**config.mk**
```make
export PLATFORM = sky130hd
export DESIGN_NAME = rgb_to_hsl_pixel
export DESIGN_NICKNAME = d
export VERILOG_FILES = /design/src/rtl/rgbhsl_pkg.sv /design/src/rtl/rgbhsl_prep.sv /design/src/rtl/rgbhsl_div.sv /design/src/rtl/rgb_to_hsl_pixel.sv
export SDC_FILE = /design/constraint.sdc
export NUM_CORES = 1
export LEC_CHECK = 0
export BUFFER_PORTS_ARGS = -buffer_cell sky130_fd_sc_hd__buf_2
export CAP_MARGIN = 20
export CORE_MARGIN = 2
export CORE_UTILIZATION = 40
export CTS_BUF_LIST = sky130_fd_sc_hd__clkbuf_4 sky130_fd_sc_hd__clkbuf_8 sky130_fd_sc_hd__clkbuf_16
export DETAILED_ROUTE_END_ITERATION = 8
export GPL_ROUTABILITY_DRIVEN = 1
export HOLD_SLACK_MARGIN = 0.15
export PLACE_DENSITY_LB_ADDON = 0.3
export SLEW_MARGIN = 30
export SYNTH_ARGS = -nofsm -noshare
export SYNTH_HDL_FRONTEND = slang
export SYNTH_SLANG_ARGS = --single-unit
```
**constraint.sdc**
```tcl
create_clock -name clk -period 16.3 [get_ports clk]
set_input_delay 2.445 -clock clk [delete_from_list [all_inputs] [get_ports clk]]
set_output_delay 2.445 -clock clk [all_outputs]
set_load 0.03 [all_outputs]
```
**src/rtl/rgbhsl_pkg.sv**
```systemverilog
package rgbhsl_pkg;

    // Channel and field widths
    localparam int CH_W = 8;

    // Divider geometry: both quotients are known to stay below 256, so an
    // 8-step restoring division of a 17-bit numerator by a 9-bit divisor
    // starts with the top 9 numerator bits as the partial remainder.
    localparam int DIV_NUM_W   = 17;
    localparam int DIV_DEN_W   = 9;
    localparam int DIV_Q_W     = 8;
    localparam int DIV_LOW_W   = DIV_NUM_W - DIV_DEN_W;
    localparam int DIV_BPS     = 2;
    localparam int DIV_STAGES  = DIV_Q_W / DIV_BPS;

    // Pipeline depth ahead of the output register
    localparam int PREP_STAGES = 2;
    localparam int PIPE_VLD    = PREP_STAGES + DIV_STAGES;

    // Hue constants in half degrees
    localparam logic [7:0] HUE_FULL  = 8'd180;
    localparam logic [7:0] OFF_RED   = 8'd180;
    localparam logic [7:0] OFF_GREEN = 8'd60;
    localparam logic [7:0] OFF_BLUE  = 8'd120;
    localparam logic [7:0] HUE_MAX_Q = 8'd210;

    // Channel full scale and its double
    localparam logic [7:0] CH_MAX    = 8'd255;
    localparam logic [9:0] CH_MAX_X2 = 10'd510;

    typedef enum logic [1:0] {
        SEL_RED,
        SEL_GREEN,
        SEL_BLUE
    } max_sel_t;

    typedef struct packed {
        logic                grey;
        logic [CH_W-1:0]     light;
    } side_t;

    typedef struct packed {
        logic [DIV_NUM_W-1:0] hue_num;
        logic [DIV_DEN_W-1:0] hue_den;
        logic [DIV_NUM_W-1:0] sat_num;
        logic [DIV_DEN_W-1:0] sat_den;
        side_t                side;
    } prep_t;

    // One restoring division step: returns {quotient bit, new remainder}
    function automatic logic [DIV_DEN_W:0] div_step(
        input logic [DIV_DEN_W-1:0] rem,
        input logic [DIV_DEN_W-1:0] den,
        input logic                 nbit
    );
        logic [DIV_DEN_W:0] trial;
        logic [DIV_DEN_W:0] diff;
        trial = {rem, nbit};
        diff  = trial - {1'b0, den};
        if (trial >= {1'b0, den})
            return {1'b1, diff[DIV_DEN_W-1:0]};
        else
            return {1'b0, trial[DIV_DEN_W-1:0]};
    endfunction

endpackage

```
**src/rtl/rgbhsl_prep.sv**
```systemverilog
module rgbhsl_prep (
    input  logic                           clk,
    input  logic                           advance,
    input  logic [rgbhsl_pkg::CH_W-1:0]    red,
    input  logic [rgbhsl_pkg::CH_W-1:0]    green,
    input  logic [rgbhsl_pkg::CH_W-1:0]    blue,
    output rgbhsl_pkg::prep_t              prep
);

    // Stage one: extremes, leading channel, signed channel difference
    logic [7:0]                 mx;
    logic [7:0]                 mn;
    rgbhsl_pkg::max_sel_t       sel_next;
    logic signed [8:0]          diff_next;

    rgbhsl_pkg::max_sel_t       sel_reg;
    logic signed [8:0]          diff_reg;
    logic [7:0]                 d_reg;
    logic [8:0]                 sum_reg;

    always_comb
    begin
        mx = red;
        mn = red;
        if (green > mx) mx = green;
        if (blue > mx)  mx = blue;
        if (green < mn) mn = green;
        if (blue < mn)  mn = blue;

        // Red wins ties, then green
        if (red == mx)
        begin
            sel_next  = rgbhsl_pkg::SEL_RED;
            diff_next = $signed({1'b0, green}) - $signed({1'b0, blue});
        end
        else if (green == mx)
        begin
            sel_next  = rgbhsl_pkg::SEL_GREEN;
            diff_next = $signed({1'b0, blue}) - $signed({1'b0, red});
        end
        else
        begin
            sel_next  = rgbhsl_pkg::SEL_BLUE;
            diff_next = $signed({1'b0, red}) - $signed({1'b0, green});
        end
    end

    always_ff @(posedge clk)
    begin
        if (advance)
        begin
            sel_reg  <= sel_next;
            diff_reg <= diff_next;
            d_reg    <= mx - mn;
            sum_reg  <= {1'b0, mx} + {1'b0, mn};
        end
    end

    // Stage two: numerators and divisors for both rounded divisions
    logic [7:0]          off;
    logic [15:0]         off_d;
    logic signed [13:0]  diff_ext;
    logic signed [13:0]  thirty_diff;
    logic signed [17:0]  t_wide;
    logic [7:0]          sat_base;
    logic [9:0]          light_sum;
    rgbhsl_pkg::prep_t   prep_next;
    rgbhsl_pkg::prep_t   prep_reg;

    always_comb
    begin
        case (sel_reg)
            rgbhsl_pkg::SEL_RED:   off = rgbhsl_pkg::OFF_RED;
            rgbhsl_pkg::SEL_GREEN: off = rgbhsl_pkg::OFF_GREEN;
            rgbhsl_pkg::SEL_BLUE:  off = rgbhsl_pkg::OFF_BLUE;
            default:               off = rgbhsl_pkg::OFF_BLUE;
        endcase

        off_d       = {8'd0, off} * {8'd0, d_reg};
        diff_ext    = 14'(diff_reg);
        thirty_diff = (diff_ext <<< 5) - (diff_ext <<< 1);
        t_wide      = $signed({2'b00, off_d}) + 18'(thirty_diff);

        // Divisor of the saturation depends on which half lightness is in
        if (sum_reg <= {1'b0, rgbhsl_pkg::CH_MAX})
            sat_base = sum_reg[7:0];
        else
            sat_base = 8'(rgbhsl_pkg::CH_MAX_X2 - {1'b0, sum_reg});

        light_sum = {1'b0, sum_reg} + 10'd1;

        prep_next.hue_num    = {t_wide[15:0], 1'b0} + {9'd0, d_reg};
        prep_next.hue_den    = {d_reg, 1'b0};
        prep_next.sat_num    = 17'({9'd0, d_reg} * {7'd0, rgbhsl_pkg::CH_MAX_X2})
                               + {9'd0, sat_base};
        prep_next.sat_den    = {sat_base, 1'b0};
        prep_next.side.grey  = (d_reg == 8'd0);
        prep_next.side.light = light_sum[8:1];
    end

    always_ff @(posedge clk)
    begin
        if (advance)
            prep_reg <= prep_next;
    end

    assign prep = prep_reg;

endmodule

```
**src/rtl/rgbhsl_div.sv**
```systemverilog
module rgbhsl_div (
    input  logic                                clk,
    input  logic                                advance,
    input  logic [rgbhsl_pkg::DIV_NUM_W-1:0]    num,
    input  logic [rgbhsl_pkg::DIV_DEN_W-1:0]    den,
    output logic [rgbhsl_pkg::DIV_Q_W-1:0]      quo
);

    logic [rgbhsl_pkg::DIV_DEN_W-1:0] rem_reg [rgbhsl_pkg::DIV_STAGES];
    logic [rgbhsl_pkg::DIV_DEN_W-1:0] den_reg [rgbhsl_pkg::DIV_STAGES];
    logic [rgbhsl_pkg::DIV_LOW_W-1:0] low_reg [rgbhsl_pkg::DIV_STAGES];
    logic [rgbhsl_pkg::DIV_Q_W-1:0]   quo_reg [rgbhsl_pkg::DIV_STAGES];

    for (genvar k = 0; k < rgbhsl_pkg::DIV_STAGES; k++)
    begin : g_stage
        logic [rgbhsl_pkg::DIV_DEN_W-1:0] rem_in;
        logic [rgbhsl_pkg::DIV_DEN_W-1:0] den_in;
        logic [rgbhsl_pkg::DIV_LOW_W-1:0] low_in;
        logic [rgbhsl_pkg::DIV_Q_W-1:0]   quo_in;
        logic [rgbhsl_pkg::DIV_DEN_W-1:0] rem_next;
        logic [rgbhsl_pkg::DIV_LOW_W-1:0] low_next;
        logic [rgbhsl_pkg::DIV_Q_W-1:0]   quo_next;
        logic [rgbhsl_pkg::DIV_DEN_W:0]   step;

        // Take operands from the ports or from the previous stage
        if (k == 0)
        begin : g_first
            assign rem_in = num[rgbhsl_pkg::DIV_NUM_W-1:rgbhsl_pkg::DIV_LOW_W];
            assign low_in = num[rgbhsl_pkg::DIV_LOW_W-1:0];
            assign den_in = den;
            assign quo_in = '0;
        end
        else
        begin : g_next
            assign rem_in = rem_reg[k-1];
            assign low_in = low_reg[k-1];
            assign den_in = den_reg[k-1];
            assign quo_in = quo_reg[k-1];
        end

        // Retire two quotient bits per stage
        always_comb
        begin
            rem_next = rem_in;
            low_next = low_in;
            quo_next = quo_in;
            step     = '0;
            for (int j = 0; j < rgbhsl_pkg::DIV_BPS; j++)
            begin
                step     = rgbhsl_pkg::div_step(rem_next, den_in,
                                                low_next[rgbhsl_pkg::DIV_LOW_W-1]);
                rem_next = step[rgbhsl_pkg::DIV_DEN_W-1:0];
                quo_next = {quo_next[rgbhsl_pkg::DIV_Q_W-2:0],
                            step[rgbhsl_pkg::DIV_DEN_W]};
                low_next = {low_next[rgbhsl_pkg::DIV_LOW_W-2:0], 1'b0};
            end
        end

        always_ff @(posedge clk)
        begin
            if (advance)
            begin
                rem_reg[k] <= rem_next;
                den_reg[k] <= den_in;
                low_reg[k] <= low_next;
                quo_reg[k] <= quo_next;
            end
        end
    end

    assign quo = quo_reg[rgbhsl_pkg::DIV_STAGES-1];

endmodule

```
**src/rtl/rgb_to_hsl_pixel.sv**
```systemverilog
// RGB to HSL pixel converter.
// Slave stream (s_axis_*) takes one RGB pixel per item; master stream
// (m_axis_*) returns one HSL pixel per item, in the same order.
// Hue comes out in half degrees (0..179), lightness and saturation on a
// 0..255 scale, all rounded to nearest. Grey pixels give hue 0 and
// saturation 0.
// Throughput: one item per cycle while the receiver does not stall.
// Depth: seven register stages, made up of two preparation stages, four
// divider stages (two quotient bits each, for hue and saturation side by
// side) and the output register.
// The whole pipeline moves as one: it advances whenever the output
// register is empty or being taken. When the receiver stalls with a
// result pending, every stage holds and s_axis_tready drops in the same
// cycle; nothing is lost or repeated.
// Reset clears all valid bits; the block holds no state between pixels
// and is ready for an item in the first cycle after reset.
module rgb_to_hsl_pixel (
    input  logic        clk,
    input  logic        rst_n,
    input  logic        s_axis_tvalid,
    output logic        s_axis_tready,
    input  logic [23:0] s_axis_tdata,   // red [7:0], green [15:8], blue [23:16]
    output logic        m_axis_tvalid,
    input  logic        m_axis_tready,
    output logic [23:0] m_axis_tdata    // hue_half_deg [7:0], lightness [15:8],
                                        // saturation [23:16]
);

    logic                                   advance;
    logic [rgbhsl_pkg::PIPE_VLD-1:0]        vld_reg;
    logic [rgbhsl_pkg::PIPE_VLD-1:0]        vld_next;
    logic                                   m_vld_reg;
    logic                                   m_vld_next;
    rgbhsl_pkg::prep_t                      prep;
    rgbhsl_pkg::side_t                      side_reg [rgbhsl_pkg::DIV_STAGES];
    logic [rgbhsl_pkg::DIV_Q_W-1:0]         hue_q;
    logic [rgbhsl_pkg::DIV_Q_W-1:0]         sat_q;
    logic [7:0]                             hue_out;
    logic [23:0]                            m_data_next;
    logic [23:0]                            m_data_reg;
    rgbhsl_pkg::side_t                      side_out;

    // Advance when the output slot is free or being taken
    assign advance       = !m_vld_reg || m_axis_tready;
    assign s_axis_tready = advance;

    rgbhsl_prep u_prep (
        .clk     (clk),
        .advance (advance),
        .red     (s_axis_tdata[7:0]),
        .green   (s_axis_tdata[15:8]),
        .blue    (s_axis_tdata[23:16]),
        .prep    (prep)
    );

    rgbhsl_div u_hue_div (
        .clk     (clk),
        .advance (advance),
        .num     (prep.hue_num),
        .den     (prep.hue_den),
        .quo     (hue_q)
    );

    rgbhsl_div u_sat_div (
        .clk     (clk),
        .advance (advance),
        .num     (prep.sat_num),
        .den     (prep.sat_den),
        .quo     (sat_q)
    );

    // Carry lightness and the grey flag alongside the dividers
    always_ff @(posedge clk)
    begin
        if (advance)
        begin
            side_reg[0] <= prep.side;
            for (int k = 1; k < rgbhsl_pkg::DIV_STAGES; k++)
                side_reg[k] <= side_reg[k-1];
        end
    end

    assign side_out = side_reg[rgbhsl_pkg::DIV_STAGES-1];

    // Wrap hue, zero hue and saturation for grey pixels
    always_comb
    begin
        if (hue_q >= rgbhsl_pkg::HUE_FULL)
            hue_out = hue_q - rgbhsl_pkg::HUE_FULL;
        else
            hue_out = hue_q;

        if (side_out.grey)
            m_data_next = {8'd0, side_out.light, 8'd0};
        else
            m_data_next = {sat_q, side_out.light, hue_out};
    end

    // Shift valid bits with the data
    always_comb
    begin
        vld_next   = vld_reg;
        m_vld_next = m_vld_reg;
        if (advance)
        begin
            vld_next   = {vld_reg[rgbhsl_pkg::PIPE_VLD-2:0], s_axis_tvalid};
            m_vld_next = vld_reg[rgbhsl_pkg::PIPE_VLD-1];
        end
    end

    always_ff @(posedge clk or negedge rst_n)
    begin
        if (!rst_n)
        begin
            vld_reg   <= '0;
            m_vld_reg <= 1'b0;
        end
        else
        begin
            vld_reg   <= vld_next;
            m_vld_reg <= m_vld_next;
        end
    end

    always_ff @(posedge clk)
    begin
        if (advance)
            m_data_reg <= m_data_next;
    end

    assign m_axis_tvalid = m_vld_reg;
    assign m_axis_tdata  = m_data_reg;

    // Uninterrupted pipeline presents an accepted item once it has advanced through every stage
    assert property (@(posedge clk) disable iff (!rst_n)
        (s_axis_tvalid && s_axis_tready) ##1 advance ##1 advance ##1 advance
            ##1 advance ##1 advance ##1 advance |=> m_axis_tvalid)
        else $error("accepted item did not reach the output on time");

    // A stall freezes every valid bit in the pipeline
    assert property (@(posedge clk) disable iff (!rst_n)
        !advance |=> $stable(vld_reg))
        else $error("pipeline valid bits moved during a stall");

    // Hue quotient stays within one wrap for colored pixels
    assert property (@(posedge clk) disable iff (!rst_n)
        (vld_reg[rgbhsl_pkg::PIPE_VLD-1] && !side_out.grey)
            |-> (hue_q <= rgbhsl_pkg::HUE_MAX_Q))
        else $error("hue quotient out of range");

    // Delivered hue is always wrapped into half-degree range
    assert property (@(posedge clk) disable iff (!rst_n)
        m_axis_tvalid |-> (m_axis_tdata[7:0] < rgbhsl_pkg::HUE_FULL))
        else $error("hue not wrapped");

endmodule
```
* Word level (Yosys, flattened, before mapping)
Memory sizes are Yosys's and may differ from the RTL's. A register that Yosys moved wholly into a read port is not among the register bits.
Cells that the tools add are included.
** Storage, ports and cells
- Register bits after elaboration :: 118
- RAM bits :: 292
- Input port bits :: 28
- Logic and storage cells :: 110
- Memories :: 9
** Cells by class
- $add $sub $neg :: 28
- Multiply operators :: 2
- Magnitude comparators :: 22
- Eq/ne operators :: 3
- Muxes and demuxes :: 28
- Reduce and logical (&&, ||, !) cells :: 4
** Memories
- side_reg :: depth 4, bits a word 9, rd ports 4, clocked after memory_dff 0, write ports 4, RTL line rgb_to_hsl_pixel.sv:35 : rgbhsl_pkg::side_t side_reg [rgbhsl_pkg::DIV_STAGES];
- u_hue_div.den_reg :: depth 4, bits a word 9, rd ports 3, clocked after memory_dff 0, write ports 4, RTL line rgbhsl_div.sv:10 : logic [rgbhsl_pkg::DIV_DEN_W-1:0] den_reg [rgbhsl_pkg::DIV_STAGES];
- u_hue_div.rem_reg :: depth 4, bits a word 9, rd ports 3, clocked after memory_dff 0, write ports 4, RTL line rgbhsl_div.sv:9 : logic [rgbhsl_pkg::DIV_DEN_W-1:0] rem_reg [rgbhsl_pkg::DIV_STAGES];
- u_sat_div.den_reg :: depth 4, bits a word 9, rd ports 3, clocked after memory_dff 0, write ports 4, RTL line rgbhsl_div.sv:10
- u_sat_div.rem_reg :: depth 4, bits a word 9, rd ports 3, clocked after memory_dff 0, write ports 4, RTL line rgbhsl_div.sv:9
- u_hue_div.quo_reg :: depth 4, bits a word 8, rd ports 4, clocked after memory_dff 0, write ports 4, RTL line rgbhsl_div.sv:12 : logic [rgbhsl_pkg::DIV_Q_W-1:0] quo_reg [rgbhsl_pkg::DIV_STAGES];
- 3 more memories
** Operator list (count)
- $ge 10x9->1 :: 16
- $mux 10 :: 16
- $sub 9x9->9 :: 16
- $mux 8 :: 6
- $add 17x8->17 :: 2
- $sub 8x8->9 :: 3
- $mux 9 :: 2
- $add 16x14->16 :: 1
- $eq 8x8->1 :: 2
- $gt 8x8->1 :: 2
- $lt 8x8->1 :: 2
- $mul 8x8->16 :: 1
- $mul 8x8->16 const B :: 1
- $pmux 8 s2 :: 1
- $sub 14x10->14 :: 1
- $add 8x8->9 :: 1
- $add 9x1->9 const B :: 1
- $le 9x8->1 const B :: 1
- $ge 8x8->1 const B :: 1
- $logic_not 8->1 :: 1
- $sub 8x8->8 :: 1
- $sub 8x8->8 const A :: 1
- $sub 8x8->8 const B :: 1
- $eq 2x1->1 const B :: 1
- other kinds (5) :: 6

* Logic depth before layout (Yosys ltp)
Gate-level depths: netlist of run 1.
- Word-level depth :: 7
- Gate-level depth with buffers :: 28

* Cells and area by module
A second synthesis of run 1 with hierarchy kept.
** Unflattened totals
- Cell total of the unflattened synthesis :: 2345
- Area total of the unflattened synthesis :: 25202.9 sq um
** By module, submodules not included
- rgbhsl_div :: times used 2, cells an instance 573, area an instance 6234.7 sq um, sequential area each 2582.5 sq um
- rgbhsl_prep :: times used 1, cells an instance 1080, area an instance 10390.0 sq um, sequential area each 2462.4 sq um
- rgb_to_hsl_pixel :: times used 1, cells an instance 119, area an instance 2343.5 sq um, sequential area each 1976.9 sq um

* Least setup slack after synthesis of run 1
No wires, ideal clock.
- Path type :: input to output
- Start point :: in m_axis_tready
- End point :: out s_axis_tready
- Arrival :: 10966 ps
- Data required time :: 13855 ps
- Slack :: 2889 ps
- Stages on the path :: 2
- Buffers on the path :: 1
- Cell sequence :: nand2b_1 -> clkbuf_1
** Between the ends
- Word-level cells in the longest chain between the ends :: 1
** RTL lines
- start: declaration :: RTL line rgb_to_hsl_pixel.sv:24 : input logic m_axis_tready,
- $logic_or 1x1->1 :: RTL line rgb_to_hsl_pixel.sv:44 : assign advance = !m_vld_reg || m_axis_tready;
- end: declaration :: RTL line rgb_to_hsl_pixel.sv:21 : output logic s_axis_tready,
No other way between the ends.

* Worst setup path in the final report of run 1
- Start point :: in s_axis_tdata[9]
- End point :: reg u_prep.sum_reg[8] (data pin)
** Between the ends
- Word-level cells in the longest chain between the ends :: 5
- Elaborated cells between the ends (all ways) :: 9
- Those cells by class :: add/sub: 1; order compare: 4; mux: 4
** RTL lines
- start: declaration :: RTL line rgb_to_hsl_pixel.sv:22 : input logic [23:0] s_axis_tdata,
- $gt 8x8->1 or $lt 8x8->1 (tied branches) :: RTL line rgbhsl_prep.sv:25, rgbhsl_prep.sv:27
- $mux 8 (on tied branches) :: RTL line rgbhsl_prep.sv:25, rgbhsl_prep.sv:27
- $gt 8x8->1 or $lt 8x8->1 (tied branches) :: RTL line rgbhsl_prep.sv:26, rgbhsl_prep.sv:28
- $mux 8 (on tied branches) :: RTL line rgbhsl_prep.sv:26, rgbhsl_prep.sv:28
- $add 8x8->9 (*) :: RTL line rgbhsl_prep.sv:55 : sum_reg <= {1'b0, mx} + {1'b0, mn};
- end signal: assignment :: RTL line rgbhsl_prep.sv:55
- end: declaration :: RTL line rgbhsl_prep.sv:19 : logic [8:0] sum_reg;
Mark *: on every way between the ends. The rest lies on a longest branch, timed or not.
A chain may end at the register's enable or synchronous reset.

==> impl_metrics.csv, run 1 <==
group,metric,value,unit
clock_network,post_cts_buffers,0,
outcome,status,"completed",
yosys,yosysMostFrequentCell,"inv_1",
cells_and_area,syn_to_final_growth,10.21,%
global_route,grt_max_degree,155,
die,die_h,244.0,µm
yosys,ys_seq_area_share,39.33,%
clock_network,cts_resized,0,
cells_and_area,fillers,5239,
sta,setup_viol,0,
hold_path,worstHoldPathType,"reg -> reg",
yosys,ys_types,74,
critical_path,crit_buf_inv,2,
sta,fin_worst_hold_slack,0.4121,ns
sta,worst_slew_pin_slew,0.9985,ns
sta,drv_slew,0,
cells_and_area,drive_gt1_share,9.769,%
clock_network,numCtsBuffers,34,
global_route,grt_pass1_wl,79380,µm
critical_path,cp.required,16.56,ns
critical_path,cpPeakStageDelay,0.51,ns
die,dieArea,59550,µm²
yosys,syn-num-nets,2510,
yosys,avgSynthCellArea,10.89,µm²
critical_path,start_kind,"input pin",
yosys,synth_edf_count,296,
detailed_routing,drt-initial-drc-count,735,
yosys,synthCells,2116,
clock_network,clk_pin_slew_worst_paths,0.06,ns
clock_network,cts_tree,"yes",
critical_path,crit_fanout,16,
hold_path,min_to,"side_reg[0][2]",
place,gp_congestion,0.8827,
critical_path,worstReg2RegStart,"u_prep.d_reg[5]",
sta,final.setup.tns,0,ns
die,fp.dieW,244.0,µm
place,pre_cts_slack,8.013,ns
sta,finalCritPeriodShare,47.88,%
yosys,synth.area.top_cells,"edfxtp_1 39%, ha_1 15%, fa_1 7.6%, inv_1 5.0%, xnor2_1 4.9%",
global_route,antenna_found_initial,0,
critical_path,cp_slowest_cell,"o21ai_2",
detailed_routing,viasPerCell,5.149,
sta,fin_crit,7.805,ns
detailed_routing,antenna_left,0,
sta,hold_violations,0,
yosys,synth_ff_type,"edfxtp_1",
run,cap_violations,0,
yosys,synth_seq_cells,303,
die,initial_core_util,40.63,%
detailed_routing,drt_drc_violations_left,0,
cells_and_area,final_cell_area,25400,µm²
detailed_routing,wl_per_cell,16.18,µm
cells_and_area,nNetsFinal,2580,
hold_path,hold_path_depth,0,
sta,rsz0062_at_grt,"no",
clock_network,clkLatencyLatePin,0.52,ns
place,hpwlAfterDp,37810,µm
die,coreArea,56710,µm²
die,std_cell_rows,87,
global_route,grt_pass1_vias,15920,
yosys,synthArstFlopShare,2.310,%
sta,setup_ws,8.495,ns
critical_path,rrSetupSlack,10.39,ns
hold_path,min_from,"u_prep.prep[2]",
clock_network,cts-hold-fix-buffers,0,
cells_and_area,num_antenna_cells,0,
detailed_routing,dr.pass1.iters,5,
sta,fmax,0.1281,GHz
clock_network,htreeDepth,2,
clock_network,clockBufferDepth,3,
yosys,synth_top_area_share,38.57,%
yosys,yosysTopAreaCell,"edfxtp_1",
cells_and_area,largest_reg_flops,55,
yosys,syn_area,23040,µm²
global_route,grt_overflow,0,
clock_network,cts_sinks,303,
place,placed_area,24240,µm²
critical_path,crit_start,"s_axis_tdata[9]",
critical_path,critical_path_class,"in -> reg",
critical_path,crit_arrival,8.07,ns
critical_path,cp-end-kind,"register",
critical_path,path_delay_family,"compound AO/OA/AOI/OAI gates",
place,numPortBuffers,53,
critical_path,worstRegToRegCells,16,
yosys,yosys_warnings,0,
global_route,track_usage,16.35,%
detailed_routing,vias,15277,
yosys,synthTopCellsByCount,"304 x inv_1, 296 x edfxtp_1, 279 x ha_1, 149 x a21oi_1, 129 x xnor2_1",
critical_path,r2r-end,"u_prep.prep[34]",
sta,slew_headroom,33.43,%
sta,fin_skew,0.009626,ns
die,ioPinCount,54,
clock_network,cts_root_buf,"clkbuf_16",
detailed_routing,drt-total-wl,48000,µm
metal layers:
| metal | share of wire [%] | track usage, % |
|---|---|---|
| met5 | 0 | 0 |
| met4 | 3.6 | 6.169 |
| met3 | 2.8 | 1.975 |
| met2 | 51 | 30.06 |
| met1 | 42 | 19.42 |
stage by stage:
step / std cells / util [%]
6_report: 2967 / 44.78
5_1_grt: 2967 / 44.78
4_1_cts: 2967 / 44.77
3_5_place_dp: 2906 / 42.75
3_3_place_gp: 2902 / 42.66
2_1_floorplan: 2116 / -
how the worst max path moves through the flow:
| stage | to | cells after the start |
|---|---|---|
| after floorplan | s_axis_tready | 2 |
| after global placement | u_prep.sum_reg[8] | 25 |
| after detailed placement | u_prep.sum_reg[8] | 25 |
| after CTS | u_prep.sum_reg[8] | 25 |
| after global routing | u_prep.sum_reg[8] | 25 |
| final | u_prep.sum_reg[8] | 25 |
cells in the final DEF (no fill, tap or decap), types with 53 or more instances in the layout:
master and instances:
nor2_1 128, xnor2_1 129, o21ai_0 66, edfxtp_1 296, mux2_2 75, inv_1 304
a21o_1 70, xor2_1 53, fa_1 87, nand2_1 67, a21oi_1 149, ha_1 279
buf_2 55
worst reg2reg max path: stages (launching register included):
cell      delay [ns]
edfxtp_1        0.81
inv_1           0.42
fa_1            0.63
fa_1            0.57
inv_1           0.05
fa_1            0.53
inv_1           0.06
fa_1            0.54
inv_1           0.04
ha_1            0.34
o21a_1          0.20
o21ai_0         0.14
nand2b_1        0.09
a41o_1          0.28
o311ai_0        0.57
nand4_1         0.18
xor2_1          0.19
area by class of cell:
| cell class | instances | area [µm²] | share of cell area (%) |
|---|---|---|---|
| multi-input combinational | 1482 | 12740 | 50.17 |
| sequential | 303 | 9064 | 35.69 |
| inverter | 304 | 1141 | 4.493 |
| clock buffer | 45 | 992.2 | 3.907 |
| tap | 756 | 945.9 | 3.724 |
| timing repair buffer | 61 | 357.8 | 1.409 |
| clock inverter | 16 | 156.4 | 0.6158 |
logic make-up after synthesis:
kind of cell	share of synthesized area, %
buf+inv	5.440
compound gates	11.67
xor+xnor	7.015
simple gates	8.910
flops	39.33
mux	4.930
fa+ha+maj	22.71
Power of run 1 is not shown: default switching activity piles up to over one toggle a cycle in this logic, so the estimate is an artifact.
==> run 2, diff against run 1 <==
clock period = 6.4 ns   (was 16.3 ns; I/O delays follow)
==> impl_metrics.csv, run 2 (same netlist as run 1, synthesis figures left out) <==
group,metric,value,unit
sta,final.setup.tns,0,ns
sta,fin_crit,5.918,ns
sta,fin_skew,0.01863,ns
cells_and_area,layout_common_cells,"304 x inv_1, 296 x edfxtp_1, 279 x ha_1",
critical_path,start_kind,"register",
die,fp.dieW,244.0,µm
die,coreArea,56710,µm²
critical_path,crit_fanout,6,
detailed_routing,viasPerCell,5.147,
sta,drv_slew,0,
die,std_cell_rows,87,
sta,fmax,0.1690,GHz
cells_and_area,num_antenna_cells,0,
critical_path,cpPeakStageDelay,0.52,ns
sta,slew_headroom,52.15,%
clock_network,cts_root_buf,"clkbuf_16",
critical_path,crit_path_cell_trace,"ha_1 -> a31o_2 -> a21oi_1 -> xor2_1 -> fa_1 -> inv_1 -> fa_1 -> ha_1 -> inv_1 -> fa_1 -> inv_1 -> ha_1 -> nor2b_1 -> o21a_1 -> o211ai_1 -> a31oi_1 -> nor4b_1 -> nand2_1 -> nor4b_1 -> xnor3_1",
clock_network,clkLatencyLatePin,0.54,ns
cells_and_area,nNetsFinal,2602,
detailed_routing,wl_met2,24930,µm
global_route,grt_max_degree,134,
sta,finalCritPeriodShare,92.47,%
critical_path,crit_buf_inv,3,
die,ioPinCount,54,
critical_path,cp-end-kind,"register",
detailed_routing,routed-wl-met3,1597,µm
global_route,grt_pass1_vias,16141,
outcome,status,"completed",
detailed_routing,m1WireLength,20250,µm
run,cap_violations,0,
clock_network,cts_tree,"yes",
critical_path,critical_path_class,"reg -> reg",
global_route,track_usage,16.77,%
die,initial_core_util,40.63,%
cells_and_area,final_common_cell,"inv_1",
detailed_routing,drt-initial-drc-count,710,
sta,setup_viol,0,
global_route,grt_overflow,0,
sta,hold_violations,0,
clock_network,cts-hold-fix-buffers,0,
clock_network,cts_sinks,303,
detailed_routing,wl_per_cell,16.22,µm
clock_network,clk_pin_slew_worst_paths,0.06,ns
clock_network,htreeDepth,2,
detailed_routing,antenna_left,0,
global_route,grt_pass1_wl,80770,µm
critical_path,crit_arrival,6.19,ns
clock_network,post_cts_buffers,0,
cells_and_area,largest_reg_flops,55,
place,gp_congestion,0.8924,
clock_network,cts_resized,0,
hold_path,worstHoldPathType,"in -> async",
cells_and_area,syn_to_final_growth,11.09,%
critical_path,path_delay_family,"adder cells",
sta,worst_slew_pin_slew,0.7178,ns
detailed_routing,vias,15385,
critical_path,cp.required,6.67,ns
detailed_routing,drt-total-wl,48480,µm
die,dieArea,59550,µm²
critical_path,cp_slowest_cell,"fa_1",
clock_network,numCtsBuffers,34,
cells_and_area,drive_gt1_share,10.70,%
detailed_routing,drt_drc_violations_left,0,
global_route,antenna_found_initial,0,
clock_network,clockBufferDepth,3,
die,die_h,244.0,µm
sta,rsz0062_at_grt,"no",
detailed_routing,top_layer,"met4",
place,hpwlAfterDp,38340,µm
detailed_routing,dr.pass1.iters,5,
place,numPortBuffers,53,
run 2: final cells by class:
class | instances | area, µm²
inverter | 304 | 1141
fill | 5215 | 31110
sequential | 303 | 9064
timing repair buffer | 83 | 520.5
multi-input combinational | 1482 | 12740
tap | 756 | 945.9
clock buffer | 44 | 943.4
clock inverter | 17 | 244.0
run 2: metrics by stage:
stage               hold WS [ns]  worst slack, ns  cell area (µm²)  std cells  util (%)
floorplan                 0.4003           0.4902            23050       2116         -
global placement          0.4010           0.3244            24370       2925     42.96
detailed placement        0.4045           0.2613            24380       2926     42.98
CTS                       0.2054           0.4660            25560       2987     45.08
global route              0.2152           0.1268            25600       2989     45.14
finish                    0.2359           0.4818            25600       2989     45.14
run 2: metal layers:
layer	GRT usage [%]	up-vias
met4	6.241	0
li1	-	7688
met1	19.34	7377
met5	0	-
met3	2.458	92
met2	31.24	228
run 2: worst paths after layout:
path	from	end	slack, ns	cells past startpoint
setup / recovery	u_prep.diff_reg[0]	u_prep.prep[60]	0.48	20
hold / removal	rst_n	vld_reg[0]	0.24	1
setup reg to reg	u_prep.diff_reg[0]	u_prep.prep[60]	0.48	20
hold reg to reg	u_hue_div.low_reg[0][3]	u_hue_div.low_reg[1][5]	0.41	0
max in group asynchronous	rst_n	vld_reg[4]	6.01	1
min in group clk	u_hue_div.low_reg[0][3]	u_hue_div.low_reg[1][5]	0.41	0
Power of run 2 is left out for the same reason.
==> run 3, diff against run 2 <==
--- a/config.mk
+++ b/config.mk
@@ -15,4 +15,5 @@
 export HOLD_SLACK_MARGIN = 0.15
 export PLACE_DENSITY_LB_ADDON = 0.3
+export SKIP_CTS_REPAIR_TIMING = 1
 export SLEW_MARGIN = 30
 export SYNTH_ARGS = -nofsm -noshare
==> constraint.sdc (replaced) <==
create_clock -name clk -period 6.4 [get_ports clk]
set_input_delay 1.28 -clock clk [delete_from_list [all_inputs] [get_ports clk]]
set_output_delay 1.28 -clock clk [all_outputs]
set_load 0.03 [all_outputs]
==> impl_metrics.csv, run 3 (same netlist as run 1, synthesis figures left out) <==
group,metric,value,unit
hold_path,worstHoldPathType,"reg -> reg",
sta,rsz0062_at_grt,"no",
critical_path,cp-end-kind,"register",
hold_path,min_to,"side_reg[0][0]",
detailed_routing,drt_drc_violations_left,0,
place,gp_congestion,0.8915,
die,die_h,244.0,µm
die,initial_core_util,40.63,%
clock_network,clockBufferDepth,3,
die,std_cell_rows,87,
detailed_routing,dr.pass1.iters,5,
sta,fmax,0.1713,GHz
sta,fin_crit,5.838,ns
global_route,track_usage,16.42,%
clock_network,cts_tree,"yes",
sta,drv_slew,0,
cells_and_area,layout_common_cells,"304 x inv_1, 296 x edfxtp_1, 279 x ha_1",
sta,fin_worst_hold_slack,0.4049,ns
sta,hold_violations,0,
place,hpwlAfterDp,38030,µm
outcome,status,"completed",
cells_and_area,nNetsFinal,2611,
clock_network,cts_root_buf,"clkbuf_16",
detailed_routing,viasPerCell,5.151,
critical_path,start_kind,"register",
sta,setup_viol,0,
die,fp.dieW,244.0,µm
global_route,grt_pass1_wl,79710,µm
clock_network,htreeDepth,2,
die,coreArea,56710,µm²
cells_and_area,num_antenna_cells,0,
critical_path,rrSetupSlack,0.56,ns
sta,finalCritPeriodShare,91.22,%
detailed_routing,vias,15437,
run,cap_violations,0,
sta,worst_slew_pin_slew,0.9584,ns
hold_path,hold_path_depth,0,
sta,final.setup.tns,0,ns
detailed_routing,wl_per_cell,16.12,µm
critical_path,cp.required,6.67,ns
cells_and_area,final_common_cell,"inv_1",
die,dieArea,59550,µm²
clock_network,cts_sinks,303,
critical_path,crit_fanout,6,
cells_and_area,fillers,5252,
critical_path,crit_start,"u_prep.diff_reg[0]",
critical_path,r2r-end,"u_prep.prep[60]",
hold_path,min_from,"u_prep.prep[0]",
detailed_routing,drt-total-wl,48310,µm
clock_network,clkLatencyLatePin,0.54,ns
sta,fin_skew,0.01767,ns
detailed_routing,drt-initial-drc-count,710,
critical_path,worstRegToRegCells,20,
critical_path,crit_arrival,6.11,ns
place,numPortBuffers,53,
cells_and_area,syn_to_final_growth,11.16,%
sta,slew_headroom,36.10,%
die,ioPinCount,54,
clock_network,clk_pin_slew_worst_paths,0.06,ns
critical_path,worstReg2RegStart,"u_prep.diff_reg[0]",
cells_and_area,drive_gt1_share,10.98,%
cells_and_area,largest_reg_flops,55,
global_route,grt_pass1_vias,15999,
detailed_routing,antenna_left,0,
global_route,antenna_found_initial,0,
critical_path,critical_path_class,"reg -> reg",
clock_network,numCtsBuffers,34,
global_route,grt_max_degree,168,
global_route,grt_overflow,0,
-- run 3: cell types whose count changed in the layout (fill, tap and decap cells not counted), sizes merged --
cell / delta
clkinv: +2
clkinvlp: -1
buf: +9
clkbuf: -3
inv: +2
bufinv: -1
-- run 3: critical path: stages, from the launching register on --
cell and delay [ns]:
edfxtp_1 0.51, ha_1 0.41, a31o_2 0.27, a21oi_1 0.17, xor2_1 0.20, fa_1 0.43, inv_1 0.09, fa_1 0.42
ha_1 0.29, inv_1 0.05, fa_1 0.52, inv_1 0.04, ha_1 0.32, nor2b_1 0.14, o21a_1 0.18, o211ai_1 0.26
a31oi_1 0.15, nor4b_1 0.42, nand2_1 0.13, nor4b_1 0.31, xnor3_1 0.27
-- run 3: layout make-up --
cell class	count	area, µm²	area share (%)
Multi-Input combinational cell	1482	12730	49.71
Sequential cell	303	9064	35.38
Inverter	304	1141	4.455
Tap cell	756	945.9	3.693
Clock buffer	41	920.9	3.595
Timing Repair Buffer	92	571.8	2.232
Clock inverter	19	237.7	0.9281
-- run 3: metal layers --
layer	up-vias	routed length (µm)	track usage, %
met5	-	0	0
met4	0	1562	6.169
met3	79	1273	1.690
met2	236	24870	30.42
met1	7425	20600	19.51
li1	7697	-	-
-- run 3: per-stage QoR --
stage          cell area [µm²]  setup slack (ns)  util (%)  instances
2_1_floorplan            23050            0.2486         -       2116
3_3_place_gp             24450            0.1997     43.11       2936
3_5_place_dp             24450            0.1460     43.12       2937
4_1_cts                  25610            0.5524     45.16       2997
5_1_grt                  25620            0.1236     45.17       2997
6_report                 25620            0.5616     45.17       2997
-- run 3: how the worst max path moves through the flow --
| stage | to | slack [ns] | depth (start not counted) |
|---|---|---|---|
| 2_1_floorplan | u_prep.d_reg[7] | 0.25 | 24 |
| 3_3_place_gp | u_prep.sum_reg[8] | 0.20 | 25 |
| 3_5_place_dp | u_prep.sum_reg[7] | 0.15 | 24 |
| 4_1_cts | u_prep.prep[60] | 0.55 | 20 |
| 5_1_grt | u_prep.sum_reg[8] | 0.12 | 26 |
| 6_report | u_prep.prep[60] | 0.56 | 20 |
Power of run 3 is left out for the same reason.
